==> src/rtl/gtm_pkg.sv <==
// ----------------------------------------------------------------------------
// gtm_pkg
// types, constants and the multiply-accumulate step table of the tone detector
// ----------------------------------------------------------------------------
package gtm_pkg;

   localparam int SAMPLE_BITS = 12;
   localparam int COEFF_BITS  = 16;
   localparam int LEN_BITS    = 9;
   localparam int Q_BITS      = 48;
   localparam int CHUNK_BITS  = 24;
   localparam int ACC_BITS    = 112;
   localparam int FRAC_BITS   = 14;
   localparam int MAG_BITS    = 32;
   localparam int RAD_BITS    = 2 * MAG_BITS;
   localparam int STEP_BITS   = 4;
   localparam int SHIFT_BITS  = 7;
   localparam int ROOT_STEPS  = MAG_BITS;
   localparam int ITER_BITS   = $clog2(ROOT_STEPS);
   localparam int CSR_BITS    = 2;

   localparam logic [LEN_BITS-1:0]    MAX_BLOCK    = 9'd256;
   localparam logic [COEFF_BITS-1:0]  COEFF_RESET  = 16'd0;
   localparam logic [SAMPLE_BITS-1:0] CENTER_RESET = 12'd512;
   localparam logic [LEN_BITS-1:0]    LEN_RESET    = 9'd128;

   localparam logic [Q_BITS-1:0] Q_MAX = {1'b0, {(Q_BITS-1){1'b1}}};
   localparam logic [Q_BITS-1:0] Q_MIN = {1'b1, {(Q_BITS-1){1'b0}}};

   localparam logic [STEP_BITS-1:0] STEP_MAC_FIRST = 4'd0;
   localparam logic [STEP_BITS-1:0] STEP_MAC_LAST  = 4'd1;
   localparam logic [STEP_BITS-1:0] STEP_POW_FIRST = 4'd2;
   localparam logic [STEP_BITS-1:0] STEP_POW_LAST  = 4'd15;

   typedef enum logic [CSR_BITS-1:0] {
      CSR_COEFF  = 2'd0,
      CSR_CENTER = 2'd1,
      CSR_LENGTH = 2'd2
   } csr_index_type;

   typedef enum logic [8:0] {
      ST_IDLE   = 9'b000000001,
      ST_MAC    = 9'b000000010,
      ST_UPDATE = 9'b000000100,
      ST_ABS    = 9'b000001000,
      ST_POWER  = 9'b000010000,
      ST_PREP   = 9'b000100000,
      ST_ROOT   = 9'b001000000,
      ST_DONE   = 9'b010000000,
      ST_SPARE  = 9'b100000000
   } state_type;

   typedef enum logic [2:0] {
      OPND_COEFF,
      OPND_A1_LO,
      OPND_A1_HI,
      OPND_A2_LO,
      OPND_A2_HI,
      OPND_T_0,
      OPND_T_1,
      OPND_T_2
   } opnd_type;

   typedef enum logic [1:0] {
      ACC_ADD,
      ACC_SIGNED,
      ACC_SIGNED_INV
   } accop_type;

   typedef struct packed {
      opnd_type                a_sel;
      opnd_type                b_sel;
      logic [SHIFT_BITS-1:0]   shift;
      accop_type               op;
      logic                    restart;
   } step_type;

   function automatic step_type make_step(input opnd_type a, input opnd_type b,
                                          input logic [SHIFT_BITS-1:0] sh,
                                          input accop_type op, input logic rs);
      step_type s;
      s.a_sel   = a;
      s.b_sel   = b;
      s.shift   = sh;
      s.op      = op;
      s.restart = rs;
      return s;
   endfunction

   // steps 0-1: coeff*q1 per sample; 2-15: power of the finished block
   function automatic step_type step_ctl(input logic [STEP_BITS-1:0] idx);
      step_type s;
      s = make_step(OPND_COEFF, OPND_A1_LO, 7'd0, ACC_ADD, 1'b0);
      case (idx)
         4'd0:  s = make_step(OPND_COEFF, OPND_A1_LO, 7'd0,  ACC_SIGNED, 1'b0);
         4'd1:  s = make_step(OPND_COEFF, OPND_A1_HI, 7'd24, ACC_SIGNED, 1'b0);
         4'd2:  s = make_step(OPND_COEFF, OPND_A1_LO, 7'd0,  ACC_ADD, 1'b0);
         4'd3:  s = make_step(OPND_COEFF, OPND_A1_HI, 7'd24, ACC_ADD, 1'b0);
         4'd4:  s = make_step(OPND_A1_LO, OPND_A1_LO, 7'd14, ACC_ADD, 1'b1);
         4'd5:  s = make_step(OPND_A1_LO, OPND_A1_HI, 7'd39, ACC_ADD, 1'b0);
         4'd6:  s = make_step(OPND_A1_HI, OPND_A1_HI, 7'd62, ACC_ADD, 1'b0);
         4'd7:  s = make_step(OPND_A2_LO, OPND_A2_LO, 7'd14, ACC_ADD, 1'b0);
         4'd8:  s = make_step(OPND_A2_LO, OPND_A2_HI, 7'd39, ACC_ADD, 1'b0);
         4'd9:  s = make_step(OPND_A2_HI, OPND_A2_HI, 7'd62, ACC_ADD, 1'b0);
         4'd10: s = make_step(OPND_T_0, OPND_A2_LO, 7'd0,  ACC_SIGNED_INV, 1'b0);
         4'd11: s = make_step(OPND_T_0, OPND_A2_HI, 7'd24, ACC_SIGNED_INV, 1'b0);
         4'd12: s = make_step(OPND_T_1, OPND_A2_LO, 7'd24, ACC_SIGNED_INV, 1'b0);
         4'd13: s = make_step(OPND_T_1, OPND_A2_HI, 7'd48, ACC_SIGNED_INV, 1'b0);
         4'd14: s = make_step(OPND_T_2, OPND_A2_LO, 7'd48, ACC_SIGNED_INV, 1'b0);
         4'd15: s = make_step(OPND_T_2, OPND_A2_HI, 7'd72, ACC_SIGNED_INV, 1'b0);
         default: s = make_step(OPND_COEFF, OPND_A1_LO, 7'd0, ACC_ADD, 1'b0);
      endcase
      return s;
   endfunction

   function automatic logic [Q_BITS-1:0] q_abs(input logic [Q_BITS-1:0] v);
      return v[Q_BITS-1] ? (~v + 1'b1) : v;
   endfunction

endpackage

==> src/rtl/goertzel_tone_magnitude.sv <==
// ----------------------------------------------------------------------------
// goertzel_tone_magnitude
// single-bin tone detector: one adc sample per transfer, one magnitude per block
// ----------------------------------------------------------------------------
// req_* carries one raw adc sample per transfer; req_stall is high while an
// item is in work. csr_* writes coeff (index 0), center (index 1) and
// block_length (index 2) and is always ready; write it only while idle.
// rsp_* carries magnitude and overflowed once per block of samples.
// A sample is handled in turn: accept, two passes through the shared 24x24
// multiply-accumulate unit for coeff*q1, then the history update.
// The last sample of a block then goes on to the operand magnitudes, 14
// multiply-accumulate passes for the block power, the range check, 32 steps
// of the radix-2 square root loop and the load of the output register.
// The result waits in the output register, so the next sample is
// taken while a stalled result is still pending; a new result is held back
// only while the previous one has not been transferred.
// Synchronous reset clears the history, the sample count, the pending result
// and loads the register defaults (coeff 0, center 512, block_length 128).
// ----------------------------------------------------------------------------
module goertzel_tone_magnitude (
   input  logic                                   clock,
   input  logic                                   reset,
   input  logic                                   req_valid,
   output logic                                   req_stall,
   input  logic [gtm_pkg::SAMPLE_BITS-1:0]        req_sample,
   output logic                                   rsp_valid,
   input  logic                                   rsp_stall,
   output logic [gtm_pkg::MAG_BITS-1:0]           rsp_magnitude,
   output logic                                   rsp_overflowed,
   input  logic                                   csr_valid,
   output logic                                   csr_ready,
   input  logic [gtm_pkg::CSR_BITS-1:0]           csr_index,
   input  logic [gtm_pkg::COEFF_BITS-1:0]         csr_data
);

   localparam int QE_BITS = gtm_pkg::Q_BITS + 2;
   localparam logic [gtm_pkg::ITER_BITS-1:0] ROOT_LAST =
      gtm_pkg::ITER_BITS'(gtm_pkg::ROOT_STEPS - 1);

   gtm_pkg::state_type state_ff, state_in;

   logic [gtm_pkg::COEFF_BITS-1:0]  coeff_ff, coeff_in;
   logic [gtm_pkg::SAMPLE_BITS-1:0] center_ff, center_in;
   logic [gtm_pkg::LEN_BITS-1:0]    length_ff, length_in;

   logic [gtm_pkg::Q_BITS-1:0]      prev_one_ff, prev_one_in;
   logic [gtm_pkg::Q_BITS-1:0]      prev_two_ff, prev_two_in;
   logic [gtm_pkg::LEN_BITS-1:0]    count_ff, count_in;
   logic                            sat_ff, sat_in;

   logic [gtm_pkg::ACC_BITS-1:0]    acc_ff, acc_in;
   logic [gtm_pkg::RAD_BITS-1:0]    tmp_ff, tmp_in;
   logic [gtm_pkg::Q_BITS-1:0]      a1_ff, a1_in;
   logic [gtm_pkg::Q_BITS-1:0]      a2_ff, a2_in;
   logic                            neg_ff, neg_in;
   logic [gtm_pkg::STEP_BITS-1:0]   step_ff, step_in;
   logic                            ovf_ff, ovf_in;

   logic                            big_ff, big_in;
   logic [gtm_pkg::RAD_BITS-1:0]    rad_ff, rad_in;
   logic [gtm_pkg::MAG_BITS:0]      rem_ff, rem_in;
   logic [gtm_pkg::MAG_BITS-1:0]    root_ff, root_in;
   logic [gtm_pkg::ITER_BITS-1:0]   iter_ff, iter_in;

   logic                            rsp_valid_ff, rsp_valid_in;
   logic [gtm_pkg::MAG_BITS-1:0]    mag_ff, mag_in;
   logic                            rsp_ovf_ff, rsp_ovf_in;

   gtm_pkg::step_type               step;
   logic [gtm_pkg::CHUNK_BITS-1:0]  opa;
   logic [gtm_pkg::CHUNK_BITS-1:0]  opb;
   logic [2*gtm_pkg::CHUNK_BITS-1:0] prod;
   logic [gtm_pkg::ACC_BITS-1:0]    term;
   logic [gtm_pkg::ACC_BITS-1:0]    base;
   logic [gtm_pkg::ACC_BITS-1:0]    mac_sum;
   logic                            sub;
   logic [gtm_pkg::COEFF_BITS-1:0]  coeff_mag;

   logic signed [gtm_pkg::SAMPLE_BITS:0] x;
   logic [QE_BITS-1:0]              diff;
   logic [gtm_pkg::ACC_BITS-1-gtm_pkg::FRAC_BITS-gtm_pkg::Q_BITS+1:0] q_hi;
   logic                            q_sat;
   logic [gtm_pkg::Q_BITS-1:0]      q0;
   logic [gtm_pkg::LEN_BITS-1:0]    len_eff;
   logic [gtm_pkg::LEN_BITS-1:0]    count_next;
   logic                            block_end;

   logic [gtm_pkg::MAG_BITS+2:0]    rem_t;
   logic [gtm_pkg::MAG_BITS+3:0]    root_diff;
   logic                            rsp_take;

   function automatic logic [gtm_pkg::CHUNK_BITS-1:0] opnd_pick(
      input gtm_pkg::opnd_type sel,
      input logic [gtm_pkg::COEFF_BITS-1:0] c,
      input logic [gtm_pkg::Q_BITS-1:0] m1,
      input logic [gtm_pkg::Q_BITS-1:0] m2,
      input logic [gtm_pkg::RAD_BITS-1:0] t);
      logic [gtm_pkg::CHUNK_BITS-1:0] r;
      r = '0;
      case (sel)
         gtm_pkg::OPND_COEFF: r = gtm_pkg::CHUNK_BITS'(c);
         gtm_pkg::OPND_A1_LO: r = m1[gtm_pkg::CHUNK_BITS-1:0];
         gtm_pkg::OPND_A1_HI: r = m1[2*gtm_pkg::CHUNK_BITS-1:gtm_pkg::CHUNK_BITS];
         gtm_pkg::OPND_A2_LO: r = m2[gtm_pkg::CHUNK_BITS-1:0];
         gtm_pkg::OPND_A2_HI: r = m2[2*gtm_pkg::CHUNK_BITS-1:gtm_pkg::CHUNK_BITS];
         gtm_pkg::OPND_T_0:   r = t[gtm_pkg::CHUNK_BITS-1:0];
         gtm_pkg::OPND_T_1:   r = t[2*gtm_pkg::CHUNK_BITS-1:gtm_pkg::CHUNK_BITS];
         gtm_pkg::OPND_T_2:   r = gtm_pkg::CHUNK_BITS'(t[gtm_pkg::RAD_BITS-1:
                                                         2*gtm_pkg::CHUNK_BITS]);
         default:             r = '0;
      endcase
      return r;
   endfunction

   // shared multiply-accumulate unit
   always_comb begin
      step      = gtm_pkg::step_ctl(step_ff);
      coeff_mag = coeff_ff[gtm_pkg::COEFF_BITS-1] ? (~coeff_ff + 1'b1) : coeff_ff;
      opa       = opnd_pick(step.a_sel, coeff_mag, a1_ff, a2_ff, tmp_ff);
      opb       = opnd_pick(step.b_sel, coeff_mag, a1_ff, a2_ff, tmp_ff);
      prod      = opa * opb;
      term      = {{(gtm_pkg::ACC_BITS-2*gtm_pkg::CHUNK_BITS){1'b0}}, prod} << step.shift;
      case (step.op)
         gtm_pkg::ACC_SIGNED:     sub = neg_ff;
         gtm_pkg::ACC_SIGNED_INV: sub = ~neg_ff;
         default:                 sub = 1'b0;
      endcase
      base    = step.restart ? '0 : acc_ff;
      mac_sum = sub ? (base - term) : (base + term);
   end

   // sample preload, history saturation, block length, square root step and response take
   always_comb begin
      x    = signed'({1'b0, req_sample}) - signed'({1'b0, center_ff});
      diff = {{(QE_BITS-gtm_pkg::SAMPLE_BITS-1){x[gtm_pkg::SAMPLE_BITS]}}, x}
           - {{2{prev_two_ff[gtm_pkg::Q_BITS-1]}}, prev_two_ff};
      q_hi  = acc_ff[gtm_pkg::ACC_BITS-1:gtm_pkg::FRAC_BITS+gtm_pkg::Q_BITS-1];
      q_sat = (|q_hi) & ~(&q_hi);
      if (q_sat) begin
         q0 = acc_ff[gtm_pkg::ACC_BITS-1] ? gtm_pkg::Q_MIN : gtm_pkg::Q_MAX;
      end else begin
         q0 = acc_ff[gtm_pkg::FRAC_BITS+gtm_pkg::Q_BITS-1:gtm_pkg::FRAC_BITS];
      end
      if (length_ff == '0) begin
         len_eff = gtm_pkg::LEN_BITS'(1);
      end else if (length_ff > gtm_pkg::MAX_BLOCK) begin
         len_eff = gtm_pkg::MAX_BLOCK;
      end else begin
         len_eff = length_ff;
      end
      count_next = count_ff + 1'b1;
      block_end  = count_next >= len_eff;
      rem_t      = {rem_ff, rad_ff[gtm_pkg::RAD_BITS-1:gtm_pkg::RAD_BITS-2]};
      root_diff  = {1'b0, rem_t} - {2'b00, root_ff, 2'b01};
      rsp_take   = rsp_valid_ff & ~rsp_stall;
   end

   always_comb begin
      state_in     = state_ff;
      coeff_in     = coeff_ff;
      center_in    = center_ff;
      length_in    = length_ff;
      prev_one_in  = prev_one_ff;
      prev_two_in  = prev_two_ff;
      count_in     = count_ff;
      sat_in       = sat_ff;
      acc_in       = acc_ff;
      tmp_in       = tmp_ff;
      a1_in        = a1_ff;
      a2_in        = a2_ff;
      neg_in       = neg_ff;
      step_in      = step_ff;
      ovf_in       = ovf_ff;
      big_in       = big_ff;
      rad_in       = rad_ff;
      rem_in       = rem_ff;
      root_in      = root_ff;
      iter_in      = iter_ff;
      mag_in       = mag_ff;
      rsp_ovf_in   = rsp_ovf_ff;
      rsp_valid_in = rsp_take ? 1'b0 : rsp_valid_ff;

      if (csr_valid) begin
         unique case (csr_index)
            gtm_pkg::CSR_COEFF:  coeff_in  = csr_data;
            gtm_pkg::CSR_CENTER: center_in = csr_data[gtm_pkg::SAMPLE_BITS-1:0];
            gtm_pkg::CSR_LENGTH: length_in = csr_data[gtm_pkg::LEN_BITS-1:0];
            default: ;
         endcase
      end

      unique case (state_ff)
         gtm_pkg::ST_IDLE: begin
            if (req_valid) begin
               acc_in = {{(gtm_pkg::ACC_BITS-QE_BITS-gtm_pkg::FRAC_BITS){diff[QE_BITS-1]}},
                         diff, {gtm_pkg::FRAC_BITS{1'b0}}};
               a1_in   = gtm_pkg::q_abs(prev_one_ff);
               neg_in  = coeff_ff[gtm_pkg::COEFF_BITS-1] ^ prev_one_ff[gtm_pkg::Q_BITS-1];
               step_in = gtm_pkg::STEP_MAC_FIRST;
               state_in = gtm_pkg::ST_MAC;
            end
         end
         gtm_pkg::ST_MAC: begin
            acc_in  = mac_sum;
            step_in = step_ff + 1'b1;
            if (step_ff == gtm_pkg::STEP_MAC_LAST) begin
               state_in = gtm_pkg::ST_UPDATE;
            end
         end
         gtm_pkg::ST_UPDATE: begin
            prev_two_in = prev_one_ff;
            prev_one_in = q0;
            sat_in      = sat_ff | q_sat;
            count_in    = count_next;
            state_in    = block_end ? gtm_pkg::ST_ABS : gtm_pkg::ST_IDLE;
         end
         gtm_pkg::ST_ABS: begin
            a1_in       = gtm_pkg::q_abs(prev_one_ff);
            a2_in       = gtm_pkg::q_abs(prev_two_ff);
            neg_in      = coeff_ff[gtm_pkg::COEFF_BITS-1] ^ prev_one_ff[gtm_pkg::Q_BITS-1]
                        ^ prev_two_ff[gtm_pkg::Q_BITS-1];
            ovf_in      = sat_ff;
            prev_one_in = '0;
            prev_two_in = '0;
            count_in    = '0;
            sat_in      = 1'b0;
            acc_in      = '0;
            step_in     = gtm_pkg::STEP_POW_FIRST;
            state_in    = gtm_pkg::ST_POWER;
         end
         gtm_pkg::ST_POWER: begin
            acc_in  = mac_sum;
            if (step.restart) begin
               tmp_in = acc_ff[gtm_pkg::RAD_BITS-1:0];
            end
            step_in = step_ff + 1'b1;
            if (step_ff == gtm_pkg::STEP_POW_LAST) begin
               state_in = gtm_pkg::ST_PREP;
            end
         end
         gtm_pkg::ST_PREP: begin
            rad_in   = acc_ff[gtm_pkg::RAD_BITS+gtm_pkg::FRAC_BITS-1:gtm_pkg::FRAC_BITS];
            big_in   = |acc_ff[gtm_pkg::ACC_BITS-1:gtm_pkg::RAD_BITS+gtm_pkg::FRAC_BITS];
            rem_in   = '0;
            root_in  = '0;
            iter_in  = '0;
            state_in = gtm_pkg::ST_ROOT;
         end
         gtm_pkg::ST_ROOT: begin
            if (!root_diff[gtm_pkg::MAG_BITS+3]) begin
               rem_in  = root_diff[gtm_pkg::MAG_BITS:0];
               root_in = {root_ff[gtm_pkg::MAG_BITS-2:0], 1'b1};
            end else begin
               rem_in  = rem_t[gtm_pkg::MAG_BITS:0];
               root_in = {root_ff[gtm_pkg::MAG_BITS-2:0], 1'b0};
            end
            rad_in  = rad_ff << 2;
            iter_in = iter_ff + 1'b1;
            if (iter_ff == ROOT_LAST) begin
               state_in = gtm_pkg::ST_DONE;
            end
         end
         gtm_pkg::ST_DONE: begin
            if (!rsp_valid_ff || !rsp_stall) begin
               mag_in       = big_ff ? '1 : root_ff;
               rsp_ovf_in   = ovf_ff | big_ff;
               rsp_valid_in = 1'b1;
               state_in     = gtm_pkg::ST_IDLE;
            end
         end
         default: begin
            state_in = gtm_pkg::ST_IDLE;
         end
      endcase
   end

   always_ff @(posedge clock) begin
      if (reset) begin
         state_ff     <= gtm_pkg::ST_IDLE;
         coeff_ff     <= gtm_pkg::COEFF_RESET;
         center_ff    <= gtm_pkg::CENTER_RESET;
         length_ff    <= gtm_pkg::LEN_RESET;
         prev_one_ff  <= '0;
         prev_two_ff  <= '0;
         count_ff     <= '0;
         sat_ff       <= 1'b0;
         step_ff      <= '0;
         iter_ff      <= '0;
         rsp_valid_ff <= 1'b0;
      end else begin
         state_ff     <= state_in;
         coeff_ff     <= coeff_in;
         center_ff    <= center_in;
         length_ff    <= length_in;
         prev_one_ff  <= prev_one_in;
         prev_two_ff  <= prev_two_in;
         count_ff     <= count_in;
         sat_ff       <= sat_in;
         step_ff      <= step_in;
         iter_ff      <= iter_in;
         rsp_valid_ff <= rsp_valid_in;
      end
   end

   always_ff @(posedge clock) begin
      acc_ff     <= acc_in;
      tmp_ff     <= tmp_in;
      a1_ff      <= a1_in;
      a2_ff      <= a2_in;
      neg_ff     <= neg_in;
      ovf_ff     <= ovf_in;
      big_ff     <= big_in;
      rad_ff     <= rad_in;
      rem_ff     <= rem_in;
      root_ff    <= root_in;
      mag_ff     <= mag_in;
      rsp_ovf_ff <= rsp_ovf_in;
   end

   assign req_stall      = (state_ff != gtm_pkg::ST_IDLE);
   assign csr_ready      = 1'b1;
   assign rsp_valid      = rsp_valid_ff;
   assign rsp_magnitude  = mag_ff;
   assign rsp_overflowed = rsp_ovf_ff;

endmodule
==> config.mk <==
export PLATFORM = sky130hd
export DESIGN_NAME = goertzel_tone_magnitude
export DESIGN_NICKNAME = d
export VERILOG_FILES = /design/src/rtl/gtm_pkg.sv /design/src/rtl/goertzel_tone_magnitude.sv
export SDC_FILE = /design/constraint.sdc
export NUM_CORES = 2
export LEC_CHECK = 0
export BUFFER_PORTS_ARGS = -buffer_cell sky130_fd_sc_hd__buf_2
export CAP_MARGIN = 5
export CORE_MARGIN = 2
export CORE_UTILIZATION = 45
export CTS_BUF_LIST = sky130_fd_sc_hd__clkbuf_4
export DETAILED_ROUTE_END_ITERATION = 8
export PLACE_DENSITY = 0.56
export SLEW_MARGIN = 10
export SYNTH_ARGS = -nofsm -noshare
export SYNTH_HDL_FRONTEND = slang
export SYNTH_SLANG_ARGS = --single-unit
export TNS_END_PERCENT = 30
==> constraint.sdc <==
create_clock -name clock -period 18.55 [get_ports clock]
set_input_delay 3.71 -clock clock [delete_from_list [all_inputs] [get_ports clock]]
set_output_delay 3.71 -clock clock [all_outputs]
set_load 0.01 [all_outputs]
==> impl_metrics.xml <==
<?xml version="1.0" encoding="UTF-8"?>
<metrics>
  <group name="synth">
    <metric name="synth-edff-count" unit="">437</metric>
    <metric name="mean_syn_cell_area" unit="um2">8.41</metric>
    <metric name="synth_cells" unit="">8054</metric>
    <metric name="synth_sequential_area_ratio" unit="%">24.6</metric>
    <metric name="synth_nets" unit="">8976</metric>
    <metric name="synth-main-ff-cell" unit="">sky130_fd_sc_hd__edfxtp_1</metric>
    <metric name="synth-async-reset-ratio" unit="%">0</metric>
    <metric name="synth_cell_type_count" unit="">125</metric>
    <metric name="synth-warning-count" unit="">0</metric>
    <metric name="synth.ff_latch_count" unit="">613</metric>
    <metric name="mappedNetlistArea" unit="um2">67800</metric>
  </group>
  <group name="route">
    <metric name="drt-initial-drc-count" unit="">7361</metric>
    <metric name="drc_markers" unit="">0</metric>
    <metric name="wl_per_cell" unit="um">27.5</metric>
    <metric name="post_drt_via_cell_ratio" unit="">6.17</metric>
    <metric name="detail-route-antenna-nets" unit="">0</metric>
    <metric name="detail_route.wirelength" unit="um">281000</metric>
    <metric name="drtPass1Iterations" unit="">7</metric>
    <metric name="via_count" unit="">63100</metric>
  </group>
  <group name="global_routing">
    <metric name="track_usage" unit="%">36.2</metric>
    <metric name="globalRouteOverflowTotal" unit="">0</metric>
    <metric name="first_global_vias" unit="">61200</metric>
    <metric name="grt_start_max_net_pins" unit="">116</metric>
    <metric name="antenna_found_initial" unit="">18</metric>
    <metric name="grt_first_pass_wirelength" unit="um">410000</metric>
  </group>
  <group name="clocking">
    <metric name="worstSkewPairLatency" unit="ns">1.22</metric>
    <metric name="cts_sinks" unit="">613</metric>
    <metric name="cts_hold_repair.buffers" unit="">0</metric>
    <metric name="cts-htree-levels" unit="">4</metric>
    <metric name="clock_transition_at_path_regs" unit="ns">0.07</metric>
    <metric name="tritoncts_clock_tree" unit="">done</metric>
    <metric name="clk_root_buffer_cell" unit="">sky130_fd_sc_hd__clkbuf_4</metric>
    <metric name="cts_made_buffers" unit="">173</metric>
    <metric name="clock_tree.buffer_depth" unit="">3</metric>
  </group>
  <group name="floorplanning">
    <metric name="start_util" unit="%">45.2</metric>
    <metric name="rows" unit="">142</metric>
    <metric name="die_w" unit="um">392</metric>
    <metric name="core" unit="um2">150000</metric>
    <metric name="die-area" unit="um2">154000</metric>
    <metric name="io_pins" unit="">71</metric>
    <metric name="die_h" unit="um">392</metric>
  </group>
  <group name="worst_setup_path">
    <metric name="crit_top_cell" unit="">sky130_fd_sc_hd__inv_1</metric>
    <metric name="cp_top_family" unit="">compound AO/OA/AOI/OAI gates</metric>
    <metric name="crit_start" unit="">coeff_ff[0]</metric>
    <metric name="worstSetupStartpointType" unit="">flop</metric>
    <metric name="cpPeakStageDelay" unit="ns">0.64</metric>
    <metric name="timing.setup.critical_path_class" unit="">reg2reg</metric>
    <metric name="worstPathBufferInverterCount" unit="">13</metric>
    <metric name="regToRegEndpoint" unit="">acc_ff[110]</metric>
    <metric name="crit_arrival" unit="ns">18.54</metric>
    <metric name="critPathCapture" unit="">acc_ff[110]</metric>
    <metric name="worstPathRequired" unit="ns">19.47</metric>
    <metric name="critPathMaxFanout" unit="">18</metric>
    <metric name="regToRegSetupSlack" unit="ns">0.93</metric>
    <metric name="crit_path_top_delay_cell" unit="">sky130_fd_sc_hd__o21ai_0</metric>
    <metric name="r2r-start" unit="">coeff_ff[0]</metric>
    <metric name="timing.critical_path.to_type" unit="">flop</metric>
    <metric name="number_of_logic_stages_on_the_critical_path_including_buffering" unit="">58</metric>
    <metric name="worst_r2r_path_depth" unit="">58</metric>
  </group>
  <group name="sta">
    <metric name="worst-slew-pin-transition" unit="ns">1.35</metric>
    <metric name="fmax" unit="GHz">0.0568</metric>
    <metric name="min_period" unit="ns">17.62</metric>
    <metric name="rsz_0062_raised_after_global_routing" unit="">no</metric>
    <metric name="slew_violations" unit="">0</metric>
    <metric name="slew_headroom" unit="%">9.46</metric>
    <metric name="endpoints_failing_setup" unit="">0</metric>
    <metric name="setup_total_negative_slack" unit="ns">0</metric>
    <metric name="finalWorstSetupSlack" unit="ns">0.931</metric>
    <metric name="hold_violations" unit="">0</metric>
    <metric name="finClkSkew" unit="ns">0.103</metric>
    <metric name="final.period_utilization" unit="%">95.0</metric>
  </group>
  <group name="final_layout">
    <metric name="utilization" unit="%">48.7</metric>
    <metric name="area_growth" unit="%">7.72</metric>
    <metric name="nets" unit="">8979</metric>
    <metric name="layoutNonFillerInstCount" unit="">10200</metric>
    <metric name="post-route-cell-area" unit="um2">73000</metric>
    <metric name="final_layout_size_suffix_gt1_share" unit="%">9.73</metric>
  </group>
  <group name="flow_run">
    <metric name="max_cap_violations" unit="">0</metric>
  </group>
  <group name="placement">
    <metric name="dpl_worst_slack" unit="ns">1.14</metric>
    <metric name="placed_cells" unit="">9898</metric>
    <metric name="detailed_place.area" unit="um2">70700</metric>
    <metric name="hpwlAfterDp" unit="um">220000</metric>
    <metric name="io_buffers" unit="">69</metric>
    <metric name="place_congestion" unit="">1.03</metric>
  </group>
  <group name="hold_path">
    <metric name="hp-class" unit="">reg2reg</metric>
  </group>
  <group name="power">
    <metric name="powerDensity" unit="nW/um2">104</metric>
    <metric name="vdd_drop_max" unit="uV">69.7</metric>
    <metric name="p_leak" unit="nW">31.0</metric>
  </group>
  <group name="status">
    <metric name="run_status" unit="">finished clean</metric>
  </group>
</metrics>
==> cells by family after synthesis <==
family,Yosys count,share of synthesized area (%)
simple gates,2748,19.0
fa+ha+maj,887,21.7
compound gates,1954,19.3
other cells,1,0.00553
mux,179,3.02
buf+inv,1263,7.07
xor+xnor,409,5.30
flops,613,24.6
==> layout make-up <==
class                   count  area (um2)
diodes                      7        17.5
flip-flops and latches    613       16700
well taps                2016        2520
fillers                 14700       76800
inverters                 827        3110
clock inverters            66         412
clock buffers             254        1910
repair buffers            264        1820
multi-input cells        6178       46600
==> cells in the mapped netlist, drive strengths merged (34+ instances only) <==
master,number,area (um2)
nand2,1106,4150
inv,819,3070
nor2,626,2350
a21oi,510,2570
fa,485,9710
edfxtp,437,13100
ha,402,5030
o21ai,394,1990
clkbuf,381,1430
xnor2,271,2370
dfxtp,176,3520
nor2b,163,1020
a21o,141,1060
xor2,138,1220
and2,134,843
nand3,131,671
mux2i,130,1300
nor3,121,627
nand4,92,597
o22ai,90,563
a22oi,85,638
o31ai,72,569
a211oi,70,581
a31oi,66,413
or2,61,382
nor4,59,403
buf,55,260
nand2b,55,344
a221oi,54,485
o21a,50,375
and3,49,307
o211ai,43,328
or3,43,274
or4,37,282
o21bai,34,255
==> how the worst min path moves through the flow <==
stage | cells past startpoint | endpoint | slack [ns] | startpoint
final | 0 | ovf_ff | 0.45 | sat_ff
after global routing | 0 | tmp_ff[8] | 0.46 | acc_ff[8]
after CTS | 0 | ovf_ff | 0.45 | sat_ff
after detailed placement | 0 | ovf_ff | 0.42 | sat_ff
after global placement | 0 | ovf_ff | 0.42 | sat_ff
after floorplan | 0 | ovf_ff | 0.41 | sat_ff
==> per-stage QoR <==
| step | total power (W) | hold WS, ns |
|---|---|---|
| 3_5_place_dp | 0.00615 | 0.417 |
| 3_3_place_gp | 0.00616 | 0.415 |
| 4_1_cts | 0.00750 | 0.446 |
| 6_report | 0.00759 | 0.447 |
| 2_1_floorplan | 0.00458 | 0.409 |
| 5_1_grt | 0.00798 | 0.463 |
==> metal layers <==
metal / up-vias / part of all wire, % / wire (um) / GRT usage [%]
li1: 28200 / - / - / -
met1: 31100 / 41 / 115000 / 48.1
met2: 3128 / 44 / 124000 / 55.3
met3: 648 / 9.5 / 26600 / 8.43
met4: 8 / 5.5 / 15600 / 17.7
met5: - / 0.090 / 254 / 1.12
==> power breakdown <==
part / total, W / internal [W] / switching, W / leakage (nW)
Clock: 0.00132 / 0.000648 / 0.000667 / 1.36
Combinational: 0.00446 / 0.00150 / 0.00296 / 24.2
Sequential: 0.00181 / 0.00160 / 0.000208 / 5.41
Total: 0.00759 / 0.00375 / 0.00384 / 31.0
==> what timing repair did <==
item / CTS / global route
endpoints found under the setup margin: 0 / 7
buffers inserted: 0 / 0
gates resized for setup: 0 / 2
==> layout by cell type (no fill, tap or decap), types with 167 or more instances in the layout <==
cell type,netlist,final
sky130_fd_sc_hd__buf_4,3,195
sky130_fd_sc_hd__nand2_1,1105,1104
sky130_fd_sc_hd__nor2_1,626,624
sky130_fd_sc_hd__xnor2_1,271,271
sky130_fd_sc_hd__o21ai_0,368,365
sky130_fd_sc_hd__ha_1,402,402
sky130_fd_sc_hd__inv_1,819,817
sky130_fd_sc_hd__dfxtp_1,176,167
sky130_fd_sc_hd__edfxtp_1,437,437
sky130_fd_sc_hd__clkbuf_4,0,254
sky130_fd_sc_hd__a21oi_1,506,482
sky130_fd_sc_hd__fa_1,485,485
==> registers in the layout (all words and copies together), names as in the netlist, 8 cells and up <==
signal         count
acc_ff           112
rad_ff            64
tmp_ff            64
a1_ff             48
a2_ff             48
prev_one_ff       48
prev_two_ff       48
rem_ff            33
root_ff           32
rsp_magnitude     32
coeff_ff          16
step              15
center_ff         12
count_ff           9
length_ff          9
state_ff           8
(Power assumes the default switching activity.)
